## config.mk

```make
export PLATFORM = sky130hd
export DESIGN_NAME = scalar_kalman_range_rescale_core_flat
export DESIGN_NICKNAME = d
export VERILOG_FILES = /design/src/sv/skrr_pkg.sv /design/src/sv/skrr_sample_if.sv /design/src/sv/skrr_estimate_if.sv /design/src/sv/skrr_ctrl.sv /design/src/sv/skrr_dpath.sv /design/src/sv/scalar_kalman_range_rescale_core.sv /design/src/flat_wrapper.sv
export SDC_FILE = /design/constraint.sdc
export NUM_CORES = 2
export LEC_CHECK = 0
export BUFFER_PORTS_ARGS = -buffer_cell sky130_fd_sc_hd__buf_2
export CORE_MARGIN = 8
export CORE_UTILIZATION = 55
export CTS_CLUSTER_DIAMETER = 50
export CTS_CLUSTER_SIZE = 24
export DETAILED_ROUTE_END_ITERATION = 10
export PLACE_DENSITY_LB_ADDON = 0.2
export SLEW_MARGIN = 10
export SYNTH_ARGS = -nofsm -noshare
export SYNTH_HDL_FRONTEND = slang
export SYNTH_SLANG_ARGS = --single-unit
```

## constraint.sdc

```tcl
create_clock -name clk -period 11.2 [get_ports clk]
set_input_delay 0 -clock clk [delete_from_list [all_inputs] [get_ports clk]]
set_output_delay 0 -clock clk [all_outputs]
set_load 0.01 [all_outputs]
```

## src/sv/skrr_pkg.sv

```systemverilog
// Shared constants and types for the scalar Kalman range-rescale filter.
package skrr_pkg;

  // Q16.16 thresholds used by the range rule
  localparam logic signed [31:0] FIX_FOUR = 32'sd262144;
  localparam logic signed [31:0] FIX_FIVE = 32'sd327680;
  localparam logic signed [31:0] FIX_SIX  = 32'sd393216;

  // Reset values of state and registers
  localparam logic signed [31:0] RESET_ESTIMATE      = 32'sd262144;
  localparam logic [31:0]        RESET_COVARIANCE    = 32'd1311;
  localparam logic [31:0]        RESET_PROCESS_NOISE = 32'd655;
  localparam logic [31:0]        RESET_MEASURE_NOISE = 32'd16384;

  // Config port: byte address, register select bit
  localparam int unsigned CFG_AW      = 3;
  localparam int unsigned CFG_SEL_BIT = 2;
  localparam logic REG_PROCESS_NOISE = 1'b0;
  localparam logic REG_MEASURE_NOISE = 1'b1;

  // Gain divider: one quotient bit per step
  localparam int unsigned DIV_STEPS = 16;
  localparam int unsigned DIV_CW    = 4;

  // Commands from the controller to the datapath
  typedef struct packed {
    logic capture;   // latch the accepted sample
    logic prep;      // range rule, predicted covariance, divider init
    logic div_step;  // one restoring division step
    logic mul_est;   // product gain * (sample - estimate)
    logic mul_cov;   // product (1 - gain) * predicted
    logic upd_est;   // fold the estimate product into the estimate
    logic upd_cov;   // fold the covariance product into the covariance
    logic out_load;  // copy the estimate into the output register
  } skrr_cmd_t;

endpackage

```

## src/sv/skrr_sample_if.sv

```systemverilog
// Input channel carrying one Q16.16 sample per beat.
interface skrr_sample_if;
  logic               valid;
  logic               ready;
  logic signed [31:0] sample;

  modport source (output valid, output sample, input ready);
  modport sink   (input valid, input sample, output ready);
endinterface

```

## src/sv/skrr_estimate_if.sv

```systemverilog
// Result channel carrying one Q16.16 estimate per beat.
interface skrr_estimate_if;
  logic               valid;
  logic               ready;
  logic signed [31:0] estimate_out;

  modport source (output valid, output estimate_out, input ready);
  modport sink   (input valid, input estimate_out, output ready);
endinterface

```

## src/sv/skrr_ctrl.sv

```systemverilog
// Sequencer for the filter update: issues datapath commands, owns the handshakes.
module skrr_ctrl (
  input  logic              clk,
  input  logic              rst_n,
  input  logic              in_valid,
  output logic              in_ready,
  input  logic              out_ready,
  output logic              out_valid,
  output skrr_pkg::skrr_cmd_t cmd
);

  typedef enum logic [2:0] {
    ST_IDLE,
    ST_PREP,
    ST_DIV,
    ST_MUL_EST,
    ST_MUL_COV,
    ST_COV,
    ST_OUT
  } state_t;

  state_t                      state_r, state_nxt;
  logic [skrr_pkg::DIV_CW-1:0] cnt_r, cnt_nxt;
  logic                        out_valid_r, out_valid_nxt;
  logic                        accept;
  logic                        slot_free;

  assign accept    = in_valid && (state_r == ST_IDLE);
  assign slot_free = !out_valid_r || out_ready;

  // next state and counter
  always_comb begin
    state_nxt     = state_r;
    cnt_nxt       = cnt_r;
    out_valid_nxt = out_valid_r && !out_ready;
    case (state_r)
      ST_IDLE: begin
        if (in_valid) begin
          state_nxt = ST_PREP;
        end
      end
      ST_PREP: begin
        cnt_nxt   = '0;
        state_nxt = ST_DIV;
      end
      ST_DIV: begin
        cnt_nxt = cnt_r + 1'b1;
        if (cnt_r == skrr_pkg::DIV_CW'(skrr_pkg::DIV_STEPS - 1)) begin
          state_nxt = ST_MUL_EST;
        end
      end
      ST_MUL_EST: state_nxt = ST_MUL_COV;
      ST_MUL_COV: state_nxt = ST_COV;
      ST_COV:     state_nxt = ST_OUT;
      ST_OUT: begin
        if (slot_free) begin
          out_valid_nxt = 1'b1;
          state_nxt     = ST_IDLE;
        end
      end
      default: state_nxt = ST_IDLE;
    endcase
  end

  // state and registered outputs
  always_ff @(posedge clk) begin
    if (!rst_n) begin
      state_r     <= ST_IDLE;
      cnt_r       <= '0;
      out_valid_r <= 1'b0;
    end else begin
      state_r     <= state_nxt;
      cnt_r       <= cnt_nxt;
      out_valid_r <= out_valid_nxt;
    end
  end

  // command decode
  always_comb begin
    cmd          = '0;
    cmd.capture  = accept;
    cmd.prep     = (state_r == ST_PREP);
    cmd.div_step = (state_r == ST_DIV);
    cmd.mul_est  = (state_r == ST_MUL_EST);
    cmd.mul_cov  = (state_r == ST_MUL_COV);
    cmd.upd_est  = (state_r == ST_MUL_COV);
    cmd.upd_cov  = (state_r == ST_COV);
    cmd.out_load = (state_r == ST_OUT) && slot_free;
  end

  assign in_ready  = (state_r == ST_IDLE);
  assign out_valid = out_valid_r;

endmodule

```

## src/sv/skrr_dpath.sv

```systemverilog
// Filter datapath: range rule, serial gain divider, shared multiplier, state.
module skrr_dpath (
  input  logic                clk,
  input  logic                rst_n,
  input  skrr_pkg::skrr_cmd_t cmd,
  input  logic signed [31:0]  sample,
  input  logic [31:0]         process_noise,
  input  logic [31:0]         measure_noise,
  output logic signed [31:0]  estimate_out
);

  logic signed [31:0] sample_r;
  logic signed [31:0] est_r, est_nxt;
  logic [31:0]        cov_r;
  logic [31:0]        pred_r;
  logic [32:0]        den_r;
  logic [32:0]        rem_r;
  logic [15:0]        quo_r;
  logic               mnz_r;
  logic signed [50:0] prod_r;
  logic signed [31:0] out_r;

  logic signed [31:0] est_rule;
  logic [32:0]        pred_sum;
  logic [31:0]        pred_sat;
  logic [33:0]        rem_sh;
  logic [15:0]        gain;
  logic signed [32:0] diff;
  logic signed [17:0] mul_a;
  logic signed [32:0] mul_b;
  logic signed [34:0] delta;
  logic signed [35:0] est_sum;

  // range rule applied to the held estimate
  always_comb begin
    est_rule = est_r;
    if (sample_r != skrr_pkg::FIX_FOUR) begin
      if (sample_r > skrr_pkg::FIX_FIVE) begin
        if (est_r < skrr_pkg::FIX_SIX) begin
          // doubling saturates when the top two bits differ
          if (est_r[31] != est_r[30]) begin
            est_rule = est_r[31] ? 32'sh8000_0000 : 32'sh7FFF_FFFF;
          end else begin
            est_rule = {est_r[30:0], 1'b0};
          end
        end
      end else if (est_r > skrr_pkg::FIX_FIVE) begin
        est_rule = {1'b0, est_r[31:1]};
      end
    end
  end

  // predicted covariance, saturated
  assign pred_sum = {1'b0, cov_r} + {1'b0, process_noise};
  assign pred_sat = pred_sum[32] ? 32'hFFFF_FFFF : pred_sum[31:0];

  // restoring division step
  assign rem_sh = {rem_r, 1'b0};

  // gain of one (no measurement noise) saturates; zero denominator gives zero
  assign gain = mnz_r ? ((pred_r != '0) ? 16'hFFFF : 16'h0000) : quo_r;

  // shared multiplier operands
  assign diff = {sample_r[31], sample_r} - {est_r[31], est_r};
  always_comb begin
    if (cmd.mul_cov) begin
      mul_a = {1'b0, 17'h10000 - {1'b0, gain}};
      mul_b = {1'b0, pred_r};
    end else begin
      mul_a = {2'b00, gain};
      mul_b = diff;
    end
  end

  // estimate plus floored delta, clamped to 32 bits
  assign delta   = prod_r[50:16];
  assign est_sum = {{4{est_r[31]}}, est_r} + {delta[34], delta};
  always_comb begin
    if (est_sum[35:31] == 5'b00000 || est_sum[35:31] == 5'b11111) begin
      est_nxt = est_sum[31:0];
    end else begin
      est_nxt = est_sum[35] ? 32'sh8000_0000 : 32'sh7FFF_FFFF;
    end
  end

  // filter state
  always_ff @(posedge clk) begin
    if (!rst_n) begin
      est_r <= skrr_pkg::RESET_ESTIMATE;
      cov_r <= skrr_pkg::RESET_COVARIANCE;
    end else begin
      if (cmd.prep) begin
        est_r <= est_rule;
      end else if (cmd.upd_est) begin
        est_r <= est_nxt;
      end
      if (cmd.upd_cov) begin
        cov_r <= prod_r[47:16];
      end
    end
  end

  // working registers
  always_ff @(posedge clk) begin
    if (cmd.capture) begin
      sample_r <= sample;
    end
    if (cmd.prep) begin
      pred_r <= pred_sat;
      den_r  <= {1'b0, pred_sat} + {1'b0, measure_noise};
      rem_r  <= {1'b0, pred_sat};
      quo_r  <= '0;
      mnz_r  <= (measure_noise == '0);
    end else if (cmd.div_step) begin
      if (rem_sh >= {1'b0, den_r}) begin
        rem_r <= 33'(rem_sh - {1'b0, den_r});
        quo_r <= {quo_r[14:0], 1'b1};
      end else begin
        rem_r <= rem_sh[32:0];
        quo_r <= {quo_r[14:0], 1'b0};
      end
    end
    if (cmd.mul_est || cmd.mul_cov) begin
      prod_r <= 51'(mul_a * mul_b);
    end
    if (cmd.out_load) begin
      out_r <= est_r;
    end
  end

  assign estimate_out = out_r;

endmodule

```

## src/sv/scalar_kalman_range_rescale_core.sv

```systemverilog
// Top level of the scalar Kalman filter with range rescaling.
//
// Usage:
//   in_ch carries one signed Q16.16 sample per beat (valid/ready), out_ch one
//   signed Q16.16 estimate per beat. Every sample gives exactly one estimate.
//   Noise covariances are written through the APB-style cfg_ port: offset 0
//   is process_noise, offset 4 is measure_noise; write only while idle.
// Timing:
//   A sample is taken in the idle cycle. One sample is worked on at a time, so
//   no new sample is taken until its estimate is loaded; the steps are the idle
//   accept cycle, a setup step, the bit-serial gain divider, two passes through
//   the single shared multiplier, the covariance writeback and the output load.
// Stall:
//   The result sits in an output register; a new sample may be accepted while
//   it waits. If the receiver still holds off when the next estimate is done,
//   the sequencer waits and in_ch.ready stays low.
// Reset:
//   rst_n (synchronous, active low) drops out valid, returns the sequencer to
//   idle and restores estimate 4.0, covariance 1311 and the noise registers.
module scalar_kalman_range_rescale_core (
  input  logic                          clk,
  input  logic                          rst_n,
  skrr_sample_if.sink                   in_ch,
  skrr_estimate_if.source               out_ch,
  input  logic                          cfg_psel,
  input  logic                          cfg_penable,
  input  logic                          cfg_pwrite,
  input  logic [skrr_pkg::CFG_AW-1:0]   cfg_paddr,
  input  logic [31:0]                   cfg_pwdata,
  output logic [31:0]                   cfg_prdata,
  output logic                          cfg_pready
);

  logic [31:0]         process_noise_r;
  logic [31:0]         measure_noise_r;
  logic                cfg_wr;
  logic                reg_sel;
  skrr_pkg::skrr_cmd_t cmd;

  // configuration registers
  assign cfg_pready = 1'b1;
  assign cfg_wr     = cfg_psel && cfg_penable && cfg_pwrite;
  assign reg_sel    = cfg_paddr[skrr_pkg::CFG_SEL_BIT];

  always_ff @(posedge clk) begin
    if (!rst_n) begin
      process_noise_r <= skrr_pkg::RESET_PROCESS_NOISE;
      measure_noise_r <= skrr_pkg::RESET_MEASURE_NOISE;
    end else if (cfg_wr) begin
      if (reg_sel == skrr_pkg::REG_PROCESS_NOISE) begin
        process_noise_r <= cfg_pwdata;
      end else begin
        measure_noise_r <= cfg_pwdata;
      end
    end
  end

  assign cfg_prdata = (reg_sel == skrr_pkg::REG_MEASURE_NOISE) ? measure_noise_r
                                                               : process_noise_r;

  // sequencer
  skrr_ctrl u_ctrl (
    .clk       (clk),
    .rst_n     (rst_n),
    .in_valid  (in_ch.valid),
    .in_ready  (in_ch.ready),
    .out_ready (out_ch.ready),
    .out_valid (out_ch.valid),
    .cmd       (cmd)
  );

  // arithmetic
  skrr_dpath u_dpath (
    .clk           (clk),
    .rst_n         (rst_n),
    .cmd           (cmd),
    .sample        (in_ch.sample),
    .process_noise (process_noise_r),
    .measure_noise (measure_noise_r),
    .estimate_out  (out_ch.estimate_out)
  );

endmodule

```

## src/flat_wrapper.sv

```systemverilog
// flat-port wrapper written by rule: the top's interface ports become plain ports
module scalar_kalman_range_rescale_core_flat 
  (clk, rst_n, cfg_psel, cfg_penable, cfg_pwrite, cfg_paddr, cfg_pwdata, cfg_prdata, cfg_pready, in_ch_valid, in_ch_sample, in_ch_ready, out_ch_valid, out_ch_estimate_out, out_ch_ready);
  skrr_sample_if in_ch_i ();
  skrr_estimate_if out_ch_i ();
  input  logic clk;
  input  logic rst_n;
  input  logic cfg_psel;
  input  logic cfg_penable;
  input  logic cfg_pwrite;
  input  logic [skrr_pkg::CFG_AW-1:0] cfg_paddr;
  input  logic [31:0] cfg_pwdata;
  output logic [31:0] cfg_prdata;
  output logic cfg_pready;
  input wire logic [$bits(in_ch_i.valid)-1:0] in_ch_valid;
  input wire logic [$bits(in_ch_i.sample)-1:0] in_ch_sample;
  output wire logic [$bits(in_ch_i.ready)-1:0] in_ch_ready;
  output wire logic [$bits(out_ch_i.valid)-1:0] out_ch_valid;
  output wire logic [$bits(out_ch_i.estimate_out)-1:0] out_ch_estimate_out;
  input wire logic [$bits(out_ch_i.ready)-1:0] out_ch_ready;
  assign in_ch_i.valid = in_ch_valid;
  assign in_ch_i.sample = in_ch_sample;
  assign in_ch_ready = in_ch_i.ready;
  assign out_ch_valid = out_ch_i.valid;
  assign out_ch_estimate_out = out_ch_i.estimate_out;
  assign out_ch_i.ready = out_ch_ready;
  scalar_kalman_range_rescale_core u_core (.clk(clk), .rst_n(rst_n), .in_ch(in_ch_i), .out_ch(out_ch_i), .cfg_psel(cfg_psel), .cfg_penable(cfg_penable), .cfg_pwrite(cfg_pwrite), .cfg_paddr(cfg_paddr), .cfg_pwdata(cfg_pwdata), .cfg_prdata(cfg_prdata), .cfg_pready(cfg_pready));
endmodule
```

==> reports/results.tsv <==
metric	value	unit
setup_tns	0	ns
cts_setup_buffers	0	
synth.avg_cell_area	8.68	µm²
finalCriticalPeriod	10.39	ns
globalplace.congestion	0.948	
synthCells	4775	
ant_nets	0	
final_cells	5904	
synth-seq-cells	350	
antenna_found_initial	4	
period_share	92.8	%
drtIter0Drc	3291	
yosys.area.top_type	fa_1	
yosysMostFrequentCell	inv_1	
hpwl	101000	µm
portBuffers	137	
clock_tree.buffer_depth	3	
cts_inserted_buffers	28	
synth_area_leaders	fa_1 (26%), edfxtp_1 (14%), ha_1 (8.6%), dfxtp_1 (7.4%), inv_1 (6.6%)	
cp-start-kind	flip-flop	
crit_path_frequent_cell	fa_1	
rows	100	
initial_core_util	55.6	%
hold_violations	0	
placed_area	43400	µm²
grt_pass1_wl	199000	µm
maxCapViolCount	0	
wl	128000	µm
tritoncts	built	
place_inst	5779	
synth_top_area_share	26.0	%
die_area	84400	µm²
setup_violations	0	
drive_gt1_share	7.95	%
outcome	finished clean	
dominantRegCellSynth	edfxtp_1	
core	74600	µm²
cp.arrival	10.75	ns
insertion_delay	0.62	ns
synth_seq_area_share	21.7	%
synthArstFlopShare	0	%
die_y	290	µm
wl_per_cell	21.6	µm
drcViolationCount	0	
cts.sinks	350	
max_clock_freq	96.3	MHz
yosys_warnings	0	
tightest_slew	1.31	ns
rsz0062_at_grt	false	
synthToLayoutAreaGrowth	9.04	%
cts.clk_slew.worst_paths	0.08	ns
drtPass1Iterations	8	
slowest_stage	o311ai_0	
slew_violations	0	
slew_headroom	12.2	%
syn_area	41400	µm²
cts_root_buf	clkbuf_16	
cp.required	11.56	ns
grt_pass1_vias	34130	
cpPeakStageDelay	0.99	ns
critPathKind	flip-flop to flip-flop	
synth_commonest_cells	inv_1 (726), nand2_1 (690), fa_1 (539)	
h-tree-depth	1	
critical_path_peak_fanout	25	
grt_max_degree	74	
viasPerCell	5.88	
dieWidth	290	µm
hold_class	input pin to flip-flop	
nets	5810	
synth-edff-count	197	
overflow	0	
postLayoutCellArea	45200	µm²
grtUsageTotal	29.9	%
worstSetupEndpointType	flip-flop	
ios	141	
vias	34719	
synth_cell_type_count	81	
clock_skew	0.0458	ns
[metrics by stage]
step / util, % / worst slack [ns] / hold slack, ns
6_report: 60.6 / 0.811 / 0.0566
5_1_grt: 60.6 / 0.509 / 0.0693
4_1_cts: 60.6 / 1.12 / 0.0218
3_5_place_dp: 58.2 / 1.15 / 0.179
3_3_place_gp: 58.2 / 1.27 / 0.179
2_1_floorplan: - / 2.34 / 0.0989
[worst paths after layout]
path                                 to                     start  cells after the start  slack, ns
max           u_core.u_dpath.prod_r[45]  u_core.u_dpath.pred_r[4]                     34       0.81
min          u_core.measure_noise_r[19]               cfg_penable                      5       0.06
max reg2reg   u_core.u_dpath.prod_r[45]  u_core.u_dpath.pred_r[4]                     34       0.81
min reg2reg    u_core.u_dpath.cov_r[21]  u_core.u_dpath.cov_r[21]                      2       0.46
[per-layer routing]
layer  track usage [%]  wire length [µm]
met3              5.98             11800
met4              9.99              5060
met1              40.5             52500
met2              47.9             58100
met5                 0                35
[sequential cells by signal, indices dropped and copies added (netlist names), 4 cells and up]
name and flops:
u_core.u_dpath.est_r 32, u_core.u_dpath.sample_r 32, u_core.process_noise_r 32, u_core.u_dpath.pred_r 32, u_core.u_ctrl.cnt_r 4, u_core.measure_noise_r 32
u_core.u_dpath.prod_r 35, u_core.u_dpath.quo_r 16, u_core.u_dpath.rem_r 33, u_core.u_dpath.cov_r 32, u_core.u_dpath.den_r 33, u_core.u_dpath.estimate_out 32
[cells by family after synthesis]
kind of cell | share of synthesized area [%]
AO/OA/AOI/OAI | 14.0
XOR/XNOR | 3.78
adder cells (fa/ha/maj) | 34.7
buffers and inverters | 8.45
flip-flops | 21.7
multiplexers | 1.52
other | 0.0181
AND/OR/NAND/NOR | 15.9
[what timing repair did]
item                                   4_1_cts  5_1_grt
endpoints found under the hold margin      117        0
hold buffers                                71        0
resized for setup                            0        0
[cell usage in the layout (no fill, tap or decap), drive strengths merged, types with 7 or more instances in the layout]
| cell | instances |
|---|---|
| o21a | 49 |
| o31ai | 16 |
| and2 | 35 |
| a211oi | 22 |
| o21ai | 171 |
| nor2 | 464 |
| mux2i | 20 |
| o211ai | 57 |
| nand3 | 45 |
| nor2b | 23 |
| mux2 | 38 |
| a21oi | 335 |
| nand2b | 53 |
| xnor2 | 117 |
| o21bai | 26 |
| a21o | 78 |
| a2111oi | 10 |
| a21boi | 8 |
| ha | 286 |
| nor4 | 34 |
| dlygate4sd3 | 71 |
| edfxtp | 197 |
| fa | 539 |
| inv | 739 |
| nand2 | 690 |
| o2111ai | 7 |
| or2 | 31 |
| or3 | 10 |
| a22o | 14 |
| dfxtp | 153 |
| a31oi | 57 |
| buf | 227 |
| clkbuf | 28 |
| nand4 | 35 |
| nor3 | 49 |
| xor2 | 62 |
| and3 | 23 |
| a211o | 8 |
[cell type report]
| class | count | area (µm²) |
|---|---|---|
| diodes | 2 | 5.00 |
| clock buffers | 28 | 701 |
| clock inverters | 24 | 360 |
| fillers | 6607 | 29400 |
| inverters | 727 | 2730 |
| multi-input cells | 3506 | 29100 |
| flip-flops and latches | 350 | 8980 |
| well taps | 969 | 1210 |
| repair buffers | 298 | 2080 |
[worst max-delay path, delay by kind of cell (launching register included)]
family                   cells  cell delay, ns
adder cells (fa/ha/maj)      8            3.62
AO/OA/AOI/OAI                9            2.53
AND/OR/NAND/NOR              8            2.01
buffers and inverters        7            1.11
flip-flops                   1            0.46
multiplexers                 1            0.29
XOR/XNOR                     1            0.15
Power is not shown: default switching activity piles up to over one toggle a cycle in this logic, so the estimate is an artifact.
